`config.mk`:
```
export PLATFORM = sky130hd
export DESIGN_NAME = peak_average_deadband_meter
export DESIGN_NICKNAME = d
export VERILOG_FILES = /design/src/padm_pkg.sv /design/src/peak_average_deadband_meter.sv /design/src/padm_front.sv /design/src/padm_queue.sv /design/src/padm_back.sv
export SDC_FILE = /design/constraint.sdc
export NUM_CORES = 1
export LEC_CHECK = 0
export BUFFER_PORTS_ARGS = -buffer_cell sky130_fd_sc_hd__buf_2
export CORE_ASPECT_RATIO = 0.8
export CORE_MARGIN = 3
export CORE_UTILIZATION = 50
export CTS_BUF_LIST = sky130_fd_sc_hd__clkbuf_8 sky130_fd_sc_hd__clkbuf_16
export DETAILED_ROUTE_END_ITERATION = 6
export HOLD_SLACK_MARGIN = 0.05
export PLACE_DENSITY = 0.67
export SLEW_MARGIN = 20
export SYNTH_ARGS = -nofsm -noshare
export SYNTH_HDL_FRONTEND = slang
export SYNTH_SLANG_ARGS = --single-unit
```
`constraint.sdc`:
```
create_clock -name clk -period 5.55 [get_ports clk]
set_clock_uncertainty 0.1 [all_clocks]
set_input_delay 0.2775 -clock clk [delete_from_list [all_inputs] [get_ports clk]]
set_output_delay 0.2775 -clock clk [all_outputs]
set_load 0.02 [all_outputs]
```
`src/padm_pkg.sv`:
```
package padm_pkg;

    localparam int SAMPLE_BITS_DEF = 12;
    localparam int LIMIT_BITS      = 8;
    localparam int DEADBAND_BITS   = 12;
    localparam int TALLY_BITS      = 9;
    localparam int SUM_EXTRA_BITS  = 8;
    localparam int QUEUE_DEPTH     = 2;

    localparam int CFG_INDEX_BITS  = 2;
    localparam int CFG_DATA_BITS   = DEADBAND_BITS;

    localparam logic [LIMIT_BITS-1:0]    LIMIT_RESET    = LIMIT_BITS'(100);
    localparam logic [DEADBAND_BITS-1:0] DEADBAND_RESET = DEADBAND_BITS'(15);

    typedef enum logic [CFG_INDEX_BITS-1:0] {
        REG_PEAK_COUNT_LIMIT = 2'd0,
        REG_DEADBAND         = 2'd1
    } cfg_reg_t;

endpackage

```
`src/peak_average_deadband_meter.sv`:
```
// Peak / average meter with deadband on converter samples.
// Input channel: in_valid/in_ready with adc_sample, one word per sample.
// Output channel: out_valid/out_ready with stable_level and level_updated;
// exactly one output word per input word, in order.
// Config channel: cfg_valid/cfg_ready (always ready), cfg_index selects
// peak_count_limit (0) or deadband (1); other indexes are dropped.
// Write config only while the block is idle.
// An ordinary sample passes the queue register and the output register on
// its way out. A sample that closes an averaging window runs a bit-serial
// divide of the SAMPLE_BITS+8 bit sum in the back end before its word shows;
// throughput is one word per cycle otherwise, while out_ready stays high.
// A 2-entry queue between front and back absorbs input while the divider
// runs; the front keeps taking samples until it fills.
// When out_ready is low while a word is offered, the output register holds it
// and the back end takes no new job; the queue then fills and in_ready drops.
// Reset clears peak, sum, tally and level to zero, limit to 100, deadband to 15.
module peak_average_deadband_meter #(
    parameter int SAMPLE_BITS = padm_pkg::SAMPLE_BITS_DEF
) (
    input  logic                                clk,
    input  logic                                rst_n,
    input  logic                                in_valid,
    output logic                                in_ready,
    input  logic [SAMPLE_BITS-1:0]              adc_sample,
    output logic                                out_valid,
    input  logic                                out_ready,
    output logic [SAMPLE_BITS-1:0]              stable_level,
    output logic                                level_updated,
    input  logic                                cfg_valid,
    output logic                                cfg_ready,
    input  logic [padm_pkg::CFG_INDEX_BITS-1:0] cfg_index,
    input  logic [padm_pkg::CFG_DATA_BITS-1:0]  cfg_data
);
    import padm_pkg::*;

    localparam int JOB_W = 1 + SAMPLE_BITS + SUM_EXTRA_BITS + TALLY_BITS;

    logic [LIMIT_BITS-1:0]    limit_reg;
    logic [DEADBAND_BITS-1:0] deadband_reg;

    logic             fq_valid, fq_ready;
    logic [JOB_W-1:0] fq_data;
    logic             qb_valid, qb_ready;
    logic [JOB_W-1:0] qb_data;

    assign cfg_ready = 1'b1;

    always_ff @(posedge clk or negedge rst_n)
    begin
        if (!rst_n)
        begin
            limit_reg    <= LIMIT_RESET;
            deadband_reg <= DEADBAND_RESET;
        end
        else if (cfg_valid && cfg_ready)
        begin
            case (cfg_index)
                REG_PEAK_COUNT_LIMIT: limit_reg    <= cfg_data[LIMIT_BITS-1:0];
                REG_DEADBAND:         deadband_reg <= cfg_data[DEADBAND_BITS-1:0];
                default:              ;
            endcase
        end
    end

    padm_front #(
        .SAMPLE_BITS (SAMPLE_BITS),
        .JOB_W       (JOB_W)
    ) u_front (
        .clk              (clk),
        .rst_n            (rst_n),
        .in_valid         (in_valid),
        .in_ready         (in_ready),
        .adc_sample       (adc_sample),
        .peak_count_limit (limit_reg),
        .job_valid        (fq_valid),
        .job_ready        (fq_ready),
        .job_data         (fq_data)
    );

    padm_queue #(
        .JOB_W (JOB_W)
    ) u_queue (
        .clk        (clk),
        .rst_n      (rst_n),
        .push_valid (fq_valid),
        .push_ready (fq_ready),
        .push_data  (fq_data),
        .pop_valid  (qb_valid),
        .pop_ready  (qb_ready),
        .pop_data   (qb_data)
    );

    padm_back #(
        .SAMPLE_BITS (SAMPLE_BITS),
        .JOB_W       (JOB_W)
    ) u_back (
        .clk           (clk),
        .rst_n         (rst_n),
        .job_valid     (qb_valid),
        .job_ready     (qb_ready),
        .job_data      (qb_data),
        .deadband      (deadband_reg),
        .out_valid     (out_valid),
        .out_ready     (out_ready),
        .stable_level  (stable_level),
        .level_updated (level_updated)
    );

endmodule

```
`src/padm_front.sv`:
```
module padm_front #(
    parameter int SAMPLE_BITS = padm_pkg::SAMPLE_BITS_DEF,
    parameter int JOB_W       = 1 + SAMPLE_BITS + padm_pkg::SUM_EXTRA_BITS
                                + padm_pkg::TALLY_BITS
) (
    input  logic                             clk,
    input  logic                             rst_n,
    input  logic                             in_valid,
    output logic                             in_ready,
    input  logic [SAMPLE_BITS-1:0]           adc_sample,
    input  logic [padm_pkg::LIMIT_BITS-1:0]  peak_count_limit,
    output logic                             job_valid,
    input  logic                             job_ready,
    output logic [JOB_W-1:0]                 job_data
);
    import padm_pkg::*;

    localparam int SUM_W = SAMPLE_BITS + SUM_EXTRA_BITS;

    logic [SAMPLE_BITS-1:0] peak_reg, peak_next;
    logic [SUM_W-1:0]       sum_reg, sum_next;
    logic [TALLY_BITS-1:0]  tally_reg, tally_next;

    logic [SAMPLE_BITS-1:0] peak_upd;
    logic                   is_zero;
    logic [SUM_W-1:0]       sum_acc;
    logic [TALLY_BITS-1:0]  tally_acc;
    logic                   avg_go;

    always_comb
    begin
        peak_upd  = (adc_sample > peak_reg) ? adc_sample : peak_reg;
        is_zero   = (adc_sample == '0);
        sum_acc   = is_zero ? (sum_reg + SUM_W'(peak_upd)) : sum_reg;
        tally_acc = is_zero ? (tally_reg + TALLY_BITS'(1)) : tally_reg;
        avg_go    = (tally_acc > TALLY_BITS'(peak_count_limit)) && (tally_acc != '0);

        peak_next  = is_zero ? '0 : peak_upd;
        sum_next   = avg_go ? '0 : sum_acc;
        tally_next = avg_go ? '0 : tally_acc;
    end

    assign in_ready  = job_ready;
    assign job_valid = in_valid;
    assign job_data  = {avg_go, sum_acc, tally_acc};

    always_ff @(posedge clk or negedge rst_n)
    begin
        if (!rst_n)
        begin
            peak_reg  <= '0;
            sum_reg   <= '0;
            tally_reg <= '0;
        end
        else if (in_valid && job_ready)
        begin
            peak_reg  <= peak_next;
            sum_reg   <= sum_next;
            tally_reg <= tally_next;
        end
    end

endmodule

```
`src/padm_queue.sv`:
```
module padm_queue #(
    parameter int JOB_W = 1
) (
    input  logic             clk,
    input  logic             rst_n,
    input  logic             push_valid,
    output logic             push_ready,
    input  logic [JOB_W-1:0] push_data,
    output logic             pop_valid,
    input  logic             pop_ready,
    output logic [JOB_W-1:0] pop_data
);
    import padm_pkg::*;

    localparam int PTR_W = (QUEUE_DEPTH > 1) ? $clog2(QUEUE_DEPTH) : 1;
    localparam int CNT_W = $clog2(QUEUE_DEPTH + 1);

    logic [JOB_W-1:0] entry_reg [QUEUE_DEPTH];
    logic [PTR_W-1:0] wr_ptr_reg, rd_ptr_reg;
    logic [CNT_W-1:0] count_reg, count_next;
    logic             do_push, do_pop;

    assign push_ready = (count_reg != CNT_W'(QUEUE_DEPTH));
    assign pop_valid  = (count_reg != '0);
    assign pop_data   = entry_reg[rd_ptr_reg];
    assign do_push    = push_valid && push_ready;
    assign do_pop     = pop_valid && pop_ready;

    always_comb
    begin
        count_next = count_reg;
        if (do_push && !do_pop)
            count_next = count_reg + CNT_W'(1);
        else if (do_pop && !do_push)
            count_next = count_reg - CNT_W'(1);
    end

    always_ff @(posedge clk)
    begin
        if (do_push)
            entry_reg[wr_ptr_reg] <= push_data;
    end

    always_ff @(posedge clk or negedge rst_n)
    begin
        if (!rst_n)
        begin
            wr_ptr_reg <= '0;
            rd_ptr_reg <= '0;
            count_reg  <= '0;
        end
        else
        begin
            count_reg <= count_next;
            if (do_push)
                wr_ptr_reg <= (wr_ptr_reg == PTR_W'(QUEUE_DEPTH - 1)) ? '0
                                                                      : wr_ptr_reg + PTR_W'(1);
            if (do_pop)
                rd_ptr_reg <= (rd_ptr_reg == PTR_W'(QUEUE_DEPTH - 1)) ? '0
                                                                      : rd_ptr_reg + PTR_W'(1);
        end
    end

`ifndef NO_ASSERTIONS
    a_count_bound: assert property (@(posedge clk) disable iff (!rst_n)
        count_reg <= CNT_W'(QUEUE_DEPTH))
        else $error("queue count past depth");
`endif

endmodule

```
`src/padm_back.sv`:
```
module padm_back #(
    parameter int SAMPLE_BITS = padm_pkg::SAMPLE_BITS_DEF,
    parameter int JOB_W       = 1 + SAMPLE_BITS + padm_pkg::SUM_EXTRA_BITS
                                + padm_pkg::TALLY_BITS
) (
    input  logic                               clk,
    input  logic                               rst_n,
    input  logic                               job_valid,
    output logic                               job_ready,
    input  logic [JOB_W-1:0]                   job_data,
    input  logic [padm_pkg::DEADBAND_BITS-1:0] deadband,
    output logic                               out_valid,
    input  logic                               out_ready,
    output logic [SAMPLE_BITS-1:0]             stable_level,
    output logic                               level_updated
);
    import padm_pkg::*;

    localparam int SUM_W = SAMPLE_BITS + SUM_EXTRA_BITS;
    localparam int CNT_W = $clog2(SUM_W);
    localparam int CMP_W = (SAMPLE_BITS > DEADBAND_BITS) ? SAMPLE_BITS : DEADBAND_BITS;

    typedef enum logic [1:0] {
        ST_IDLE,
        ST_DIV,
        ST_DONE
    } state_t;

    state_t                 state_reg;
    logic [SUM_W-1:0]       quot_reg;
    logic [TALLY_BITS-1:0]  rem_reg;
    logic [TALLY_BITS-1:0]  divisor_reg;
    logic [CNT_W-1:0]       count_reg;
    logic [SAMPLE_BITS-1:0] held_reg;
    logic                   out_valid_reg;
    logic                   updated_reg;

    logic                   job_avg;
    logic [SUM_W-1:0]       job_sum;
    logic [TALLY_BITS-1:0]  job_tally;
    logic                   slot_free;
    logic [TALLY_BITS:0]    rem_shift;
    logic                   rem_ge;
    logic [TALLY_BITS:0]    rem_sub;
    logic [SAMPLE_BITS-1:0] avg;
    logic [SAMPLE_BITS-1:0] diff;
    logic                   keep_old;
    logic                   load_word;

    assign {job_avg, job_sum, job_tally} = job_data;
    assign slot_free = !out_valid_reg || out_ready;
    assign job_ready = (state_reg == ST_IDLE) && slot_free;

    // restoring divide, one quotient bit per cycle
    always_comb
    begin
        rem_shift = {rem_reg, quot_reg[SUM_W-1]};
        rem_ge    = (rem_shift >= {1'b0, divisor_reg});
        rem_sub   = rem_shift - {1'b0, divisor_reg};
        avg       = quot_reg[SAMPLE_BITS-1:0];
        diff      = (avg > held_reg) ? (avg - held_reg) : (held_reg - avg);
        keep_old  = (CMP_W'(diff) < CMP_W'(deadband));
        // a new output word is loaded for a plain sample or a finished average
        load_word = slot_free && (((state_reg == ST_IDLE) && job_valid && !job_avg)
                                  || (state_reg == ST_DONE));
    end

    always_ff @(posedge clk or negedge rst_n)
    begin
        if (!rst_n)
        begin
            state_reg     <= ST_IDLE;
            held_reg      <= '0;
            out_valid_reg <= 1'b0;
            updated_reg   <= 1'b0;
            quot_reg      <= '0;
            rem_reg       <= '0;
            divisor_reg   <= '0;
            count_reg     <= '0;
        end
        else
        begin
            if (load_word)
                out_valid_reg <= 1'b1;
            else if (out_ready)
                out_valid_reg <= 1'b0;

            case (state_reg)
                ST_IDLE:
                begin
                    if (job_valid && slot_free)
                    begin
                        if (job_avg)
                        begin
                            quot_reg    <= job_sum;
                            rem_reg     <= '0;
                            divisor_reg <= job_tally;
                            count_reg   <= CNT_W'(SUM_W - 1);
                            state_reg   <= ST_DIV;
                        end
                        else
                        begin
                            updated_reg   <= 1'b0;
                        end
                    end
                end
                ST_DIV:
                begin
                    quot_reg <= {quot_reg[SUM_W-2:0], rem_ge};
                    rem_reg  <= rem_ge ? rem_sub[TALLY_BITS-1:0] : rem_shift[TALLY_BITS-1:0];
                    count_reg <= count_reg - CNT_W'(1);
                    if (count_reg == '0)
                        state_reg <= ST_DONE;
                end
                ST_DONE:
                begin
                    if (slot_free)
                    begin
                        if (!keep_old)
                            held_reg <= avg;
                        updated_reg   <= 1'b1;
                        state_reg     <= ST_IDLE;
                    end
                end
                default:
                begin
                    state_reg <= ST_IDLE;
                end
            endcase
        end
    end

    assign out_valid     = out_valid_reg;
    assign stable_level  = held_reg;
    assign level_updated = updated_reg;

`ifndef NO_ASSERTIONS
    a_div_nonzero: assert property (@(posedge clk) disable iff (!rst_n)
        state_reg == ST_DIV |-> divisor_reg != '0)
        else $error("divide started with zero tally");

    a_quot_fits: assert property (@(posedge clk) disable iff (!rst_n)
        state_reg == ST_DONE |-> (quot_reg >> SAMPLE_BITS) == '0)
        else $error("average exceeds sample range");

    a_held_only_on_update: assert property (@(posedge clk) disable iff (!rst_n)
        held_reg != $past(held_reg) |-> out_valid_reg && updated_reg)
        else $error("level moved without an update word");
`endif

endmodule

```
==> impl_results.md <==
- Root Driver: clkbuf_16
- Antenna cells: 0
- GRT overflow: 0
- Reg2reg path depth: 19
- Initial antenna violation count: 0
- Post-synth EDFFs: 60
- Final setup vio count: 0
- Final Wtd Congestion: 0.882
- Most Crowded Layer GR: met2
- Yosys reg bits: 184
- Leakage: 5.48 nW
- Vias in the first global route: 7,364
- Main flop type after synthesis: dfrtp_1
- MaxCap Viol Count: 0
- M1 GR Usage: 31.6%
- Fin crit share: 90.6%
- Layout area overhead: 13.2%
- Met2 usage: 32.5%
- Failing checks: design-rule violations
- Fmax: 199 MHz
- Total Negative Setup Slacks: 0 ns
- CTS tree: yes
- Wire per inst: 17.1 µm
- Sequential area share after synthesis: 46.9%
- Cells after synthesis: 1,027
- DRC Markers: 2
- Final core utilization: 58.7%
- Least-Margin Pin Slew: 0.962 ns
- Synth async-reset ratio: 67.4%
- Htree depth: 4
- Yosys warns: 0
- Crit path kind: input pin to flop
- Die area: 22,800 µm²
- Most common cell after layout, fill and taps aside: nand2_1
- Global-route wire length before repair: 38,800 µm
- Initial core utilization: 51.9%
- Status: finished, violations left
- Hold Vio Cnt, Final: 0
- IO Pins: 47
- Setup crit end kind: flop
- Postcts setup bufs: 0
- Most frequent cells in the layout: nand2_1 (129), dfrtp_1 (117), o21ai_0 (90), inv_1 (84), ha_1 (79)
- Pre-Repair DR Iteration Count: 7
- Fin crit period: 5.03 ns
- Largest register FFs: 60
- Vias per cell: 5.59
- Post-DRT Antenna Nets: 0
- RSZ-0062 raised after global routing: false
- Detailed placement HPWL: 16,700 µm
- Ratio of cells with drive above 1 in the final layout: 12.2%
- FP Rows: 46
- Core area: 20,200 µm²
- Vias: 7,644
- Die X: 168 µm
- Met3 global-route usage: 4.78%
- Largest net degree at the start of global routing: 80
- Routed WL: 23,400 µm
- Hold Crit Depth: 2
- Rel. slew slack: 35.9%
- GR Util All Layers: 21.5%
- Syn nets: 1,141
- Clock Path Buffers: 2
- Avg Inst Size Synth: 10.2 µm²
- CP startpoint kind: input pin
- NumNets Final: 1,205
- Pwr Total: 6.40 mW
- I/O Buffers: 45
- Distinct cells, synth: 64
- Clock Latency Late Sink: 0.45 ns
- Min-delay worst type: input pin to flop
- Synthesized cell area: 10,500 µm²
- Drt initial violations: 604
- Clock slew at reported path FFs: 0.07 ns
- Die height: 136 µm
- Clock Sinks: 184
- Arrival @ worst endpoint: 5.26 ns
- Pwr dens: 540 nW/µm²
- CP max FO: 25
- Max Slew Vio Count: 0
- Max rail drop VDD: 0.373 mV
- Cts bufs inserted: 17
- Critical Path RT: 5.78 ns
[repair_timing]
action | CTS | global route
gates resized for setup | 0 | 1
hold endpoints to repair | 103 | 0
hold buffers | 25 | 0
endpoints found under the setup margin | 0 | 7
[logic make-up (layout without fill, tap and decap cells)]
family,Yosys count,count (layout),share of synthesized area (%)
buffers and inverters,124,201,4.52
multiplexers,69,69,6.79
other,1,1,0.0358
adder cells (fa/ha/maj),83,83,10.2
AND/OR/NAND/NOR,283,283,13.3
XOR/XNOR,41,41,3.50
AO/OA/AOI/OAI,242,242,14.8
flip-flops,184,184,46.9
[worst max-delay path, stage by stage]
cell           delay (ns)
dlygate4sd3_1        0.53
buf_2                0.16
ha_1                 0.32
nand4_1              0.09
or3_1                0.38
o21ai_0              0.17
o22a_2               0.41
mux2_2               0.39
ha_1                 0.22
fa_1                 0.43
a211o_1              0.28
a21oi_1              0.18
o211ai_1             0.14
a2111oi_0            0.59
or2_2                0.24
nor4_1               0.06
xor2_1               0.16
a22o_1               0.22
[power breakdown]
part,internal [mW],switching (mW)
clock,0.685,0.588
sequential,1.85,0.251
combinational,1.26,1.78
[per-stage QoR]
| stage | setup slack, ns | std cells | area, µm² | hold slack (ns) |
|---|---|---|---|---|
| finish | 0.524 | 1368 | 11900 | 0.0718 |
| CTS | 0.321 | 1368 | 11900 | 0.0533 |
| floorplan | 0.918 | 1027 | 10500 | -0.118 |
| detailed placement | 0.434 | 1311 | 11000 | 0.371 |
| global placement | 0.473 | 1311 | 11000 | 0.366 |
| global route | 0.170 | 1368 | 11900 | 0.0710 |
[final timing paths]
path                               startpoint                 endpoint  slack [ns]
setup / recovery               adc_sample[11]      u_front.sum_reg[18]        0.52
hold / removal                  adc_sample[2]      u_front.peak_reg[2]        0.07
setup reg to reg           u_back.quot_reg[0]  u_back.stable_level[11]        0.64
hold reg to reg             u_back.rem_reg[8]        u_back.rem_reg[8]        0.39
max in group asynchronous               rst_n     u_front.tally_reg[7]        3.92
min in group asynchronous               rst_n   u_back.stable_level[7]        0.33
[synthesized netlist by cell type, types with 17 or more instances]
cell type	count	area, µm²
a21oi_1	45	225
clkbuf_1	32	120
dfrtp_1	117	2930
edfxtp_1	60	1800
ha_1	79	988
inv_1	84	315
mux2_2	17	191
mux2i_1	52	521
nand2_1	129	484
nand3_1	25	125
nor2_1	38	143
o21ai_0	90	450
xnor2_1	24	210
[layer usage]
layer	part of all wire, %	wire [µm]	vias up
met5	0	0	-
met4	1.3	295	0
met3	5.2	1200	22
met2	44	10300	174
met1	50	11600	3641
li1	-	-	3807
[area by class of cell]
cell class,count,area [µm²]
inverter,85,319
clock inverter,15,190
timing repair buffer,84,587
tap,264,330
clock buffer,17,425
sequential,184,4910
multi-input combinational,719,5100
fill,1665,8340
(Power assumes the default switching activity.)
